## config.mk

```make
export PLATFORM = sky130hd
export DESIGN_NAME = c_escape_sequence_decoder_unit_flat
export DESIGN_NICKNAME = d
export VERILOG_FILES = /design/src/rtl/ced_pkg.sv /design/src/rtl/ced_req_if.sv /design/src/rtl/ced_rsp_if.sv /design/src/rtl/ced_front.sv /design/src/rtl/ced_queue.sv /design/src/rtl/ced_back.sv /design/src/rtl/c_escape_sequence_decoder_unit.sv /design/src/flat_wrapper.sv
export SDC_FILE = /design/constraint.sdc
export NUM_CORES = 1
export LEC_CHECK = 0
export ABC_CLOCK_PERIOD_IN_PS = 4400
export BUFFER_PORTS_ARGS = -buffer_cell sky130_fd_sc_hd__buf_2
export CAP_MARGIN = 20
export CORE_ASPECT_RATIO = 1.4
export CORE_MARGIN = 2
export CORE_UTILIZATION = 30
export DETAILED_ROUTE_END_ITERATION = 10
export SKIP_LAST_GASP = 1
export SLEW_MARGIN = 30
export SYNTH_ARGS = -nofsm -noshare
export SYNTH_HDL_FRONTEND = slang
export SYNTH_SLANG_ARGS = --single-unit
```

## constraint.sdc

```tcl
create_clock -name clock -period 4.4 [get_ports clock]
set_input_delay 0.44 -clock clock [delete_from_list [all_inputs] [get_ports clock]]
set_output_delay 0.44 -clock clock [all_outputs]
set_load 0.05 [all_outputs]
```

## src/rtl/ced_pkg.sv

```systemverilog
// Shared types, codes and constants of the escape sequence decoder.
`default_nettype none

package ced_pkg;

   localparam int CED_QUEUE_DEPTH = 4;

   // Decoder modes
   localparam logic [1:0] MODE_NORMAL = 2'd0;
   localparam logic [1:0] MODE_ESCAPE = 2'd1;
   localparam logic [1:0] MODE_OCTAL  = 2'd2;

   localparam int OCTAL_MAX_DIGITS = 3;

   localparam logic [7:0] CHAR_NUL       = 8'h00;
   localparam logic [7:0] CHAR_BACKSLASH = 8'h5C;
   localparam logic [7:0] CHAR_DIGIT_0   = 8'h30;
   localparam logic [7:0] CHAR_DIGIT_7   = 8'h37;
   localparam logic [7:0] CHAR_B         = 8'h62;
   localparam logic [7:0] CHAR_F         = 8'h66;
   localparam logic [7:0] CHAR_N         = 8'h6E;
   localparam logic [7:0] CHAR_R         = 8'h72;
   localparam logic [7:0] CHAR_T         = 8'h74;
   localparam logic [7:0] CHAR_V         = 8'h76;

   localparam logic [7:0] CODE_BS  = 8'd8;
   localparam logic [7:0] CODE_FF  = 8'd12;
   localparam logic [7:0] CODE_LF  = 8'd10;
   localparam logic [7:0] CODE_CR  = 8'd13;
   localparam logic [7:0] CODE_TAB = 8'd9;
   localparam logic [7:0] CODE_VT  = 8'd11;

   // One queue entry: the results that one request causes (one or two).
   typedef struct packed {
      logic [7:0] byte0;
      logic       last0;
      logic       trail0;
      logic       has1;
      logic [7:0] byte1;
      logic       last1;
   } ced_entry_type;

   function automatic logic [7:0] escape_code(input logic [7:0] c);
      logic [7:0] code;
      case (c)
         CHAR_B:  code = CODE_BS;
         CHAR_F:  code = CODE_FF;
         CHAR_N:  code = CODE_LF;
         CHAR_R:  code = CODE_CR;
         CHAR_T:  code = CODE_TAB;
         CHAR_V:  code = CODE_VT;
         default: code = c;
      endcase
      return code;
   endfunction

endpackage

`default_nettype wire

```

## src/rtl/ced_req_if.sv

```systemverilog
// Request channel: one source character per request.
`default_nettype none

interface ced_req_if;
   logic       valid;
   logic       ready;
   logic [7:0] in_byte;

   modport source (output valid, output in_byte, input ready);
   modport sink   (input valid, input in_byte, output ready);
endinterface

`default_nettype wire

```

## src/rtl/ced_rsp_if.sv

```systemverilog
// Response channel: decoded characters and terminators, zero to two per request.
`default_nettype none

interface ced_rsp_if;
   logic       valid;
   logic       ready;
   logic [7:0] out_byte;
   logic       is_last;
   logic       trailing_backslash;

   modport source (output valid, output out_byte, output is_last,
                   output trailing_backslash, input ready);
   modport sink   (input valid, input out_byte, input is_last,
                   input trailing_backslash, output ready);
endinterface

`default_nettype wire

```

## src/rtl/ced_front.sv

```systemverilog
// Front end: takes source characters, tracks escape state, builds queue entries.
`default_nettype none

module ced_front
   import ced_pkg::*;
(
   input  wire logic    clock,
   input  wire logic    reset,
   ced_req_if.sink      req,
   input  wire logic    queue_full,
   output logic         push,
   output ced_entry_type push_entry
);

   logic [1:0] mode_ff, mode_in;
   logic [7:0] oval_ff, oval_in;
   logic [1:0] odig_ff, odig_in;

   logic       accept;
   logic       produce;
   logic       is_digit;
   logic [7:0] c;
   logic [7:0] oval_next;

   assign req.ready = !queue_full;
   assign accept    = req.valid && req.ready;
   assign push      = accept && produce;
   assign c         = req.in_byte;
   assign is_digit  = c inside {[CHAR_DIGIT_0:CHAR_DIGIT_7]};
   assign oval_next = {oval_ff[4:0], c[2:0]};

   always_comb begin
      mode_in    = mode_ff;
      oval_in    = oval_ff;
      odig_in    = odig_ff;
      produce    = 1'b0;
      push_entry = '0;
      case (mode_ff)
         MODE_ESCAPE: begin
            if (c == CHAR_NUL) begin
               produce           = 1'b1;
               push_entry.last0  = 1'b1;
               push_entry.trail0 = 1'b1;
               mode_in           = MODE_NORMAL;
               oval_in           = '0;
               odig_in           = '0;
            end else if (is_digit) begin
               mode_in = MODE_OCTAL;
               oval_in = {5'd0, c[2:0]};
               odig_in = 2'd1;
            end else begin
               produce          = 1'b1;
               push_entry.byte0 = escape_code(c);
               mode_in          = MODE_NORMAL;
            end
         end
         MODE_OCTAL: begin
            if (is_digit) begin
               if (odig_ff == 2'(OCTAL_MAX_DIGITS - 1)) begin
                  produce          = 1'b1;
                  push_entry.byte0 = oval_next;
                  mode_in          = MODE_NORMAL;
                  oval_in          = '0;
                  odig_in          = '0;
               end else begin
                  oval_in = oval_next;
                  odig_in = odig_ff + 2'd1;
               end
            end else begin
               // Flush the gathered byte, then handle the ending character.
               produce          = 1'b1;
               push_entry.byte0 = oval_ff;
               oval_in          = '0;
               odig_in          = '0;
               if (c == CHAR_NUL) begin
                  push_entry.has1  = 1'b1;
                  push_entry.last1 = 1'b1;
                  mode_in          = MODE_NORMAL;
               end else if (c == CHAR_BACKSLASH) begin
                  mode_in = MODE_ESCAPE;
               end else begin
                  push_entry.has1  = 1'b1;
                  push_entry.byte1 = c;
                  mode_in          = MODE_NORMAL;
               end
            end
         end
         default: begin
            if (c == CHAR_NUL) begin
               produce          = 1'b1;
               push_entry.last0 = 1'b1;
               mode_in          = MODE_NORMAL;
               oval_in          = '0;
               odig_in          = '0;
            end else if (c == CHAR_BACKSLASH) begin
               mode_in = MODE_ESCAPE;
            end else begin
               produce          = 1'b1;
               push_entry.byte0 = c;
            end
         end
      endcase
   end

   always_ff @(posedge clock) begin
      if (reset) begin
         mode_ff <= MODE_NORMAL;
         oval_ff <= '0;
         odig_ff <= '0;
      end else if (accept) begin
         mode_ff <= mode_in;
         oval_ff <= oval_in;
         odig_ff <= odig_in;
      end
   end

`ifndef ASSERT_OFF
   a_digits_only_in_octal: assert property (@(posedge clock) disable iff (reset)
      (odig_ff != 2'd0) |-> (mode_ff == MODE_OCTAL && odig_ff != 2'd3))
      else $error("octal digit count outside an octal run");
   a_terminator_clears: assert property (@(posedge clock) disable iff (reset)
      (push && (push_entry.last0 || push_entry.last1)) |=>
         (mode_ff == MODE_NORMAL && odig_ff == 2'd0 && oval_ff == 8'd0))
      else $error("state not cleared after terminator");
`endif

endmodule

`default_nettype wire

```

## src/rtl/ced_queue.sv

```systemverilog
// Entry queue between the front end and the response back end.
`default_nettype none

module ced_queue
   import ced_pkg::*;
#(
   parameter int QUEUE_DEPTH = CED_QUEUE_DEPTH
) (
   input  wire logic           clock,
   input  wire logic           reset,
   input  wire logic           push,
   input  wire ced_entry_type  push_entry,
   input  wire logic           pop,
   output ced_entry_type       head,
   output logic                empty,
   output logic                full
);

   localparam int PTR_W = (QUEUE_DEPTH > 1) ? $clog2(QUEUE_DEPTH) : 1;
   localparam int CNT_W = $clog2(QUEUE_DEPTH + 1);

   ced_entry_type entries_ff [QUEUE_DEPTH];
   logic [PTR_W-1:0] wr_ptr_ff, wr_ptr_in;
   logic [PTR_W-1:0] rd_ptr_ff, rd_ptr_in;
   logic [CNT_W-1:0] count_ff, count_in;

   assign empty = (count_ff == '0);
   assign full  = (count_ff == CNT_W'(QUEUE_DEPTH));
   assign head  = entries_ff[rd_ptr_ff];

   always_comb begin
      wr_ptr_in = wr_ptr_ff;
      rd_ptr_in = rd_ptr_ff;
      count_in  = count_ff;
      if (push) begin
         wr_ptr_in = (wr_ptr_ff == PTR_W'(QUEUE_DEPTH - 1)) ? '0 : wr_ptr_ff + PTR_W'(1);
      end
      if (pop) begin
         rd_ptr_in = (rd_ptr_ff == PTR_W'(QUEUE_DEPTH - 1)) ? '0 : rd_ptr_ff + PTR_W'(1);
      end
      if (push && !pop) begin
         count_in = count_ff + CNT_W'(1);
      end else if (pop && !push) begin
         count_in = count_ff - CNT_W'(1);
      end
   end

   always_ff @(posedge clock) begin
      if (reset) begin
         wr_ptr_ff <= '0;
         rd_ptr_ff <= '0;
         count_ff  <= '0;
      end else begin
         wr_ptr_ff <= wr_ptr_in;
         rd_ptr_ff <= rd_ptr_in;
         count_ff  <= count_in;
      end
   end

   always_ff @(posedge clock) begin
      if (push) begin
         entries_ff[wr_ptr_ff] <= push_entry;
      end
   end

`ifndef ASSERT_OFF
   a_no_push_when_full: assert property (@(posedge clock) disable iff (reset)
      full |-> !push)
      else $error("push into a full queue");
   a_no_pop_when_empty: assert property (@(posedge clock) disable iff (reset)
      empty |-> !pop)
      else $error("pop from an empty queue");
`endif

endmodule

`default_nettype wire

```

## src/rtl/ced_back.sv

```systemverilog
// Back end: walks the results of the head entry onto the response channel.
`default_nettype none

module ced_back
   import ced_pkg::*;
(
   input  wire logic          clock,
   input  wire logic          reset,
   input  wire ced_entry_type head,
   input  wire logic          empty,
   output logic               pop,
   ced_rsp_if.source          rsp
);

   logic second_ff, second_in;
   logic fire;

   assign rsp.valid              = !empty;
   assign rsp.out_byte           = second_ff ? head.byte1 : head.byte0;
   assign rsp.is_last            = second_ff ? head.last1 : head.last0;
   assign rsp.trailing_backslash = second_ff ? 1'b0 : head.trail0;

   assign fire = rsp.valid && rsp.ready;
   // Drop the entry once its last result has gone out.
   assign pop  = fire && (second_ff || !head.has1);

   always_comb begin
      second_in = second_ff;
      if (fire) begin
         second_in = !pop;
      end
   end

   always_ff @(posedge clock) begin
      if (reset) begin
         second_ff <= 1'b0;
      end else begin
         second_ff <= second_in;
      end
   end

`ifndef ASSERT_OFF
   a_second_needs_pair: assert property (@(posedge clock) disable iff (reset)
      second_ff |-> (!empty && head.has1))
      else $error("second result selected without a paired entry");
`endif

endmodule

`default_nettype wire

```

## src/rtl/c_escape_sequence_decoder_unit.sv

```systemverilog
// C string escape decoder: one source byte per request, decoded bytes per response.
// Takes one source character per cycle while the entry queue has room, and
// answers with decoded characters: backslash escapes (octal runs of one to three
// digits, b f n r t v, anything else verbatim) are resolved, and a zero byte
// yields a terminator response with is_last set, plus trailing_backslash when
// the string ended just after a backslash. A request causes zero, one or two
// responses; they are written into the entry queue and offered from its head. The
// response side sends one result per cycle while the receiver is ready, so a request
// causing two results (an octal run ended by any character but a backslash) takes two
// responses; the QUEUE_DEPTH-entry queue between the decoder and the response side
// absorbs such bursts and response stalls; requests are refused only while it is full.
`default_nettype none

module c_escape_sequence_decoder_unit
   import ced_pkg::*;
#(
   parameter int QUEUE_DEPTH = CED_QUEUE_DEPTH
) (
   input  wire logic clock,
   input  wire logic reset,
   ced_req_if.sink   req,
   ced_rsp_if.source rsp
);

   logic          push;
   ced_entry_type push_entry;
   logic          pop;
   ced_entry_type head;
   logic          empty;
   logic          full;

   ced_front u_front (
      .clock      (clock),
      .reset      (reset),
      .req        (req),
      .queue_full (full),
      .push       (push),
      .push_entry (push_entry)
   );

   ced_queue #(
      .QUEUE_DEPTH (QUEUE_DEPTH)
   ) u_queue (
      .clock      (clock),
      .reset      (reset),
      .push       (push),
      .push_entry (push_entry),
      .pop        (pop),
      .head       (head),
      .empty      (empty),
      .full       (full)
   );

   ced_back u_back (
      .clock (clock),
      .reset (reset),
      .head  (head),
      .empty (empty),
      .pop   (pop),
      .rsp   (rsp)
   );

endmodule

`default_nettype wire

```

## src/flat_wrapper.sv

```systemverilog
// flat-port wrapper written by rule: the top's interface ports become plain ports
module c_escape_sequence_decoder_unit_flat import ced_pkg::*;
#(
   parameter int QUEUE_DEPTH = CED_QUEUE_DEPTH
)
  (clock, reset, req_valid, req_in_byte, req_ready, rsp_valid, rsp_out_byte, rsp_is_last, rsp_trailing_backslash, rsp_ready);
  ced_req_if req_i ();
  ced_rsp_if rsp_i ();
  input  wire logic clock;
  input  wire logic reset;
  input wire logic [$bits(req_i.valid)-1:0] req_valid;
  input wire logic [$bits(req_i.in_byte)-1:0] req_in_byte;
  output wire logic [$bits(req_i.ready)-1:0] req_ready;
  output wire logic [$bits(rsp_i.valid)-1:0] rsp_valid;
  output wire logic [$bits(rsp_i.out_byte)-1:0] rsp_out_byte;
  output wire logic [$bits(rsp_i.is_last)-1:0] rsp_is_last;
  output wire logic [$bits(rsp_i.trailing_backslash)-1:0] rsp_trailing_backslash;
  input wire logic [$bits(rsp_i.ready)-1:0] rsp_ready;
  assign req_i.valid = req_valid;
  assign req_i.in_byte = req_in_byte;
  assign req_ready = req_i.ready;
  assign rsp_valid = rsp_i.valid;
  assign rsp_out_byte = rsp_i.out_byte;
  assign rsp_is_last = rsp_i.is_last;
  assign rsp_trailing_backslash = rsp_i.trailing_backslash;
  assign rsp_i.ready = rsp_ready;
  c_escape_sequence_decoder_unit #(.QUEUE_DEPTH(QUEUE_DEPTH)) u_core (.clock(clock), .reset(reset), .req(req_i), .rsp(rsp_i));
endmodule
```

# Yosys cells after proc, flatten, opt, wreduce, memory -nomap -nowiden

Memories as Yosys holds them, arrays and structs flattened. A register that Yosys moved wholly into a read port is not among the register bits.
Cells that the tools add are included.

Input port bits: 12
Memory bits (writable): 80
Output and inout bits: 12
Memories kept: 1
Logic and storage cells: 106
Register bits: 20

Muxes and demuxes: 56
Reductions and logical operators: 20
Magnitude comparators: 2
$add $sub $neg: 5
Equality and inequality tests: 15

Memory list:

| memory                    | depth | bits a word | rd ports | clocked after Yosys merged registers in | write ports | RTL line        | RTL |
|---|---|---|---|---|---|---|---|
| u_core.u_queue.entries_ff | 4     | 20          | 1        | 1                                       | 1           | ced_queue.sv:22 | `ced_entry_type entries_ff [QUEUE_DEPTH];` |

Operators with widths:

| kind                | count |
|---|---|
| $mux 8              | 13 |
| $eq 8x7->1 const B  | 7 |
| $pmux 8 s6          | 1 |
| $mux 2              | 17 |
| $pmux 8 s2          | 2 |
| $mux 10             | 2 |
| $mux 1              | 14 |
| $mux 9              | 1 |
| $eq 2x2->1 const B  | 4 |
| $ge 8x6->1 const B  | 1 |
| $le 8x6->1 const B  | 1 |
| $logic_not 8->1     | 1 |
| $pmux 2 s2          | 2 |
| $logic_and 1x1->1   | 7 |
| $add 2x1->2 const B | 3 |
| $mux 3              | 2 |
| $ne 3x3->1 const B  | 2 |
| $reduce_and 3->1    | 2 |
| $logic_not 1->1     | 5 |
| $pmux 1 s2          | 2 |
| $reduce_bool 4->1   | 1 |
| $add 3x1->3 const B | 1 |
| $eq 3x3->1 const B  | 1 |
| $logic_not 3->1     | 1 |
| 5 further kinds     | 5 |

# Logic depth before layout (Yosys ltp)

Word-level depth: 10
Depth in mapped cells: 13
Gate-level depth less buffers: 12

# Hierarchy

Synthesis repeated with hierarchy kept, for this count alone.

Cells, all modules: 324
Area, all modules: 4668.2 µm²

By module, submodules not included:

| module    | instances | area an instance (µm²) | cells each | seq. area each (µm²) |
|---|---|---|---|---|
| ced_queue | 1         | 3325.7                 | 148        | 2582.5 |
| ced_front | 1         | 1137.3                 | 158        | 240.2 |
| ced_back  | 1         | 205.2                  | 18         | 20.0 |

# Worst setup path before layout

No wires, ideal clock.

Path type: in2reg
From: input req_in_byte[2]
To: register u_core.u_queue.count_ff[2]
Setup time: 0.071 ns
Path buffers: 1
Stages: 11
Required time: 4.329 ns
Setup slack: 1.802 ns
Arrival: 2.527 ns
Cells stage by stage: buf_2 -> nor4_4 -> a21oi_1 -> a21boi_0 -> nor2_1 -> ha_1 -> inv_1 -> fa_1 -> xor2_1 -> or3_1 -> a21oi_1

Longest elaborated chain between the ends: 9
Elaborated cells on any way between the ends: 17
Those cells by class: 2 x order compare; 1 x eq/ne; 7 x mux; 7 x reduce/logical

Ends and longest elaborated chain:

| item                                     | RTL line                             | RTL |
|---|---|---|
| start: declaration                       | flat_wrapper.sv:12                   | `input wire logic [$bits(req_i.in_byte)-1:0] req_in_byte;` |
| $ge 8x6->1 or $le 8x6->1 (tied branches) | ced_front.sv:29                      | `assign is_digit = c inside {[CHAR_DIGIT_0:CHAR_DIGIT_7]};` |
| $logic_and 1x1->1                        | ced_front.sv:29                      |  |
| $mux 1                                   | ced_front.sv:47                      | `end else if (is_digit) begin` |
| $mux 1                                   | ced_front.sv:40                      | `if (c == CHAR_NUL) begin` |
| $pmux 1 s2 (*)                           | ced_front.sv:38                      | `case (mode_ff)` |
| $logic_and 1x1->1 (*)                    | ced_front.sv:27                      | `assign push = accept && produce;` |
| net u_core.push                          | c_escape_sequence_decoder_unit.sv:25 | `logic push;` |
| $logic_not 1->1                          | ced_queue.sv:43                      | `end else if (pop && !push) begin` |
| $logic_and 1x1->1                        | ced_queue.sv:43                      |  |
| $reduce_bool 2->1 (no source line)       | --                                   |  |
| end signal: assignment                   | ced_queue.sv:56                      | `count_ff <= count_in;` |
| end: declaration                         | ced_queue.sv:25                      | `logic [CNT_W-1:0] count_ff, count_in;` |

The timed path passes the listed nets; every way through them passes the cells marked *.
A chain may end at the register's enable or synchronous reset.

# Final worst setup path

From: register u_core.u_front.mode_ff[0]
To: register u_core.u_queue.count_ff[2]

Longest elaborated chain between the ends: 6
Elaborated cells on any way between the ends: 9
Those cells by class: 2 x eq/ne; 2 x mux; 5 x reduce/logical

Ends and longest elaborated chain:

| item                                     | RTL line                             | RTL |
|---|---|---|
| start: declaration                       | ced_front.sv:15                      | `logic [1:0] mode_ff, mode_in;` |
| start signal: assignment                 | ced_front.sv:111                     | `mode_ff <= mode_in;` |
| $eq 2x2->1 or $eq 2x1->1 (tied branches) | ced_front.sv:38                      |  |
| $pmux 1 s2 (*)                           | ced_front.sv:38                      |  |
| $logic_and 1x1->1 (*)                    | ced_front.sv:27                      |  |
| net u_core.push                          | c_escape_sequence_decoder_unit.sv:25 |  |
| $logic_not 1->1                          | ced_queue.sv:43                      |  |
| $logic_and 1x1->1                        | ced_queue.sv:43                      |  |
| $reduce_bool 2->1 (no source line)       | --                                   |  |

Marks and branches as above.

==> flow_summary_export.csv <==
group,metric,value,unit
status,status,"finished, final reports clean",
worst_setup_path,crit_type,"register to register",
power,seqPwrFrac,44.5,%
worst_setup_path,cp_cell_sequence,"inv_1 > ha_1 > nand2b_1 > o22ai_1 > a21o_1 > nor2_1 > ha_1 > inv_1 > fa_1 > xor2_1 > or3_1 > a21oi_1",
die,fp.dieW,109,um
routing,drc_errors,0,
routing,drt_iter0_markers,128,
synth,yosys_warnings,0,
worst_setup_path,max_stage_delay,0.52,ns
synth,ys_types,56,
die,dieHeight,152,um
global_route,grt_overflow_total,0,
synth,syn_inst,347,
final_layout,drive_above_1_share,20.2,%
worst_setup_path,r2r_cells,12,
sta,fmax,346,MHz
final_layout,final_util,34.2,%
placed_design,hpwl,6.67,mm
worst_setup_path,worstPathRequired,4.68,ns
power,p_leak,1.80,nW
worst_setup_path,r2r_slack,1.51,ns
synth,muxShareOfSynthArea,10.5,%
sta,setup_viol,0,
final_layout,final_common_cell,"edfxtp_1",
clock_network,h-tree-depth,3,
worst_setup_path,cp.arrival,3.17,ns
clock_network,cts_tree,"built",
synth,synth_xor_area_share,0.563,%
worst_setup_path,timing.rr.start,"u_core.u_front.mode_ff[0]",
worst_setup_path,cpMaxStageDelayCell,"ha_1",
routing,firstDrtPassIters,4,
sta,worst_slew_pin_slew,0.840,ns
die,core,15400,um^2
sta,slew_viol_final,0,
global_route,grt.total_usage,12.4,%
synth,yosys.area_share.simple,13.6,%
die,rows,54,
die,start_util,30.3,%
synth,synth_top_family_by_area,"simple AND/OR/NAND/NOR gates",
routing,drt_wl_total,9.54,mm
routing,wl_per_cell,16.8,um
placed_design,gp_congestion,0.875,
power,internal-power,0.00181,W
final_layout,finalNetCount,387,
hold_path,min_from,"rsp_ready",
global_route,grt_pass1_wl,15.5,mm
sta,hold_violations,0,
synth,synth-compound-area-share,8.95,%
clock_network,cts.path.max_buffers,2,
final_layout,antenna_cells,0,
clock_network,postCtsSetupBuffers,0,
final_layout,layout_common_cells,"edfxtp_1, nand2_1, buf_2, dfxtp_1, mux4_2",
power,p_sw,0.000835,W
hold_path,holdPathEnd,"u_core.u_back.second_ff",
worst_setup_path,path_delay_family,"adder cells",
hold_path,hp-class,"primary input to register",
clock_network,cts_buffers,9,
worst_setup_path,cp_max_fo,18,
worst_setup_path,timing.rr.end,"u_core.u_queue.count_ff[2]",
final_layout,area_growth_syn_to_layout,12.9,%
clock_network,cts_resized,0,
clock_network,cts_root_buf,"clkbuf_16",
sta,relSlewSlack,43.8,%
routing,vias,2840,
power,power.density,501,nW/um^2
power,ir_drop,0.000240,V
worst_setup_path,crit_buf_inv,2,
run,cap_violations,0,
synth,synthFlopType,"edfxtp_1",
clock_network,clkSlewWorstSetupHoldPaths,0.07,ns
routing,via_per_inst,5.01,
synth,synth_seq_cells,102,
sta,rsz0062_at_grt,"no",
synth,avgSynthCellArea,13.5,um^2
power,swShare,31.6,%
hold_path,hold_depth,3,
global_route,antenna_found_initial,0,
synth,ys_seq_area_share,60.9,%
power,clkPwrFrac,30.2,%
global_route,grt_max_degree,21,
clock_network,cts.sinks,102,
placed_design,portBuffers,23,
synth,netlist_area,4670,um^2
routing,ant_nets,0,
worst_setup_path,crit_path_start_kind,"register",
sta,layout_min_cycle_time,2.89,ns
global_route,first_global_vias,2890,
clock_network,clock_latency,0.35,ns
synth,synth-edff-count,80,
sta,skew,0.0121,ns
synth,syn_nets,368,
sta,fin_setup_tns,0,ns
clock_network,hold_buffers,0,
sta,fin_crit_sh,65.8,%
die,pin_count,24,
synth,ys_async_sr_fraction,0,%
power,combPwrFrac,25.3,%
final_layout,nFillCells,1549,
die,die_area,16600,um^2
worst_setup_path,worstSetupEndpointType,"register",
synth,synth_fa_ha_area_share,2.57,%
layout make-up:
| class | count | area (um^2) | area share [%] |
|---|---|---|---|
| multi-input cells | 213 | 1690 | 32.1 |
| flip-flops and latches | 102 | 2840 | 53.9 |
| well taps | 196 | 245 | 4.65 |
| repair buffers | 27 | 145 | 2.75 |
| inverters | 13 | 48.8 | 0.925 |
| clock buffers | 9 | 225 | 4.27 |
| clock inverters | 7 | 71.3 | 1.35 |
registers in the layout, indices dropped and copies added (netlist names), named ones only:
name / cells
u_core.u_front.oval_ff: 8
u_core.u_queue.rd_ptr_ff: 2
u_core.u_back.second_ff: 1
u_core.u_queue.entries_ff: 80
u_core.u_queue.count_ff: 3
u_core.u_queue.wr_ptr_ff: 2
u_core.u_front.mode_ff: 2
u_core.u_front.odig_ff: 2
tightest hold or removal path: cells and delay by family:
kind	cells	cell delay, ns
buffers and inverters	1	0.11
AND/OR/NAND/NOR	1	0.09
AO/OA/AOI/OAI	1	0.06
worst max-delay path by stage:
| stage | startpoint | cells past startpoint | end | slack [ns] |
|---|---|---|---|---|
| after global placement | u_core.u_front.mode_ff[0] | 6 | u_core.u_queue.entries_ff[0][16] | 1.58 |
| after detailed placement | req_in_byte[2] | 11 | u_core.u_queue.count_ff[2] | 1.48 |
| final | u_core.u_front.mode_ff[0] | 12 | u_core.u_queue.count_ff[2] | 1.51 |
| after floorplan | req_in_byte[2] | 11 | u_core.u_queue.count_ff[2] | 1.80 |
| after CTS | u_core.u_front.mode_ff[0] | 12 | u_core.u_queue.count_ff[2] | 1.49 |
| after global routing | u_core.u_front.mode_ff[0] | 12 | u_core.u_queue.count_ff[2] | 1.26 |
per-layer routing:
metal  part of all wire, %  up-vias  wire length (um)  track usage [%]
met4                   2.0        0               195             5.06
met3                   2.5       10               243             1.84
met1                    42     1436              3980             14.9
li1                      -     1354                 -                -
met5                     0        -                 0                0
met2                    54       40              5120             21.9
Yosys cell counts (all sizes together) (2+ instances only):
cell type	number	area, um^2
a21boi	2	15.0
a21o	2	15.0
a21oi	18	93.8
a22oi	2	15.0
a31oi	4	25.0
a32o	4	40.0
and2	3	18.8
and3	12	75.1
and4	3	26.3
buf	6	38.8
clkbuf	13	48.8
dfxtp	22	440
edfxtp	80	2400
ha	8	100
inv	12	45.0
mux2i	4	40.0
mux4	20	450
nand2	45	171
nand2b	3	26.3
nand3	9	45.0
nand4	2	12.5
nand4bb	2	38.8
nor2	19	71.3
nor2b	2	12.5
nor3	2	10.0
nor4	4	70.1
o21a	2	15.0
o21ai	13	68.8
o22ai	2	12.5
o2bb2ai	3	26.3
o31ai	2	15.0
or3	3	18.8
or4	2	15.0
xor2	3	26.3
metrics by stage:
stage	cell area, um^2	power, W	std cells	hold slack, ns	setup WS (ns)
floorplan	4670	0.00172	347	0.436	1.80
detailed placement	4980	0.00188	551	0.463	1.48
global placement	4970	0.00187	551	0.450	1.58
CTS	5270	0.00267	567	0.395	1.49
finish	5270	0.00264	567	0.396	1.51
global route	5270	0.00277	567	0.440	1.26
cell families (layout without fill, tap and decap cells):
kind of cell,after synthesis,after routing
AO/OA/AOI/OAI,63,63
XOR/XNOR,3,3
adder cells (fa/ha/maj),9,9
buffers and inverters,32,56
flip-flops,102,102
multiplexers,24,24
AND/OR/NAND/NOR,114,114
power by group through the flow:
| stage | clock network (W) | registers [W] | logic [W] |
|---|---|---|---|
| 6_report | 0.000797 | 0.00118 | 0.000669 |
| 5_1_grt | 0.000847 | 0.00119 | 0.000731 |
| 4_1_cts | 0.000809 | 0.00118 | 0.000683 |
| 3_5_place_dp | 0 | 0.00120 | 0.000679 |
| 3_3_place_gp | 0 | 0.00119 | 0.000672 |
| 2_1_floorplan | 0 | 0.00118 | 0.000532 |
(Power assumes the default switching activity.)
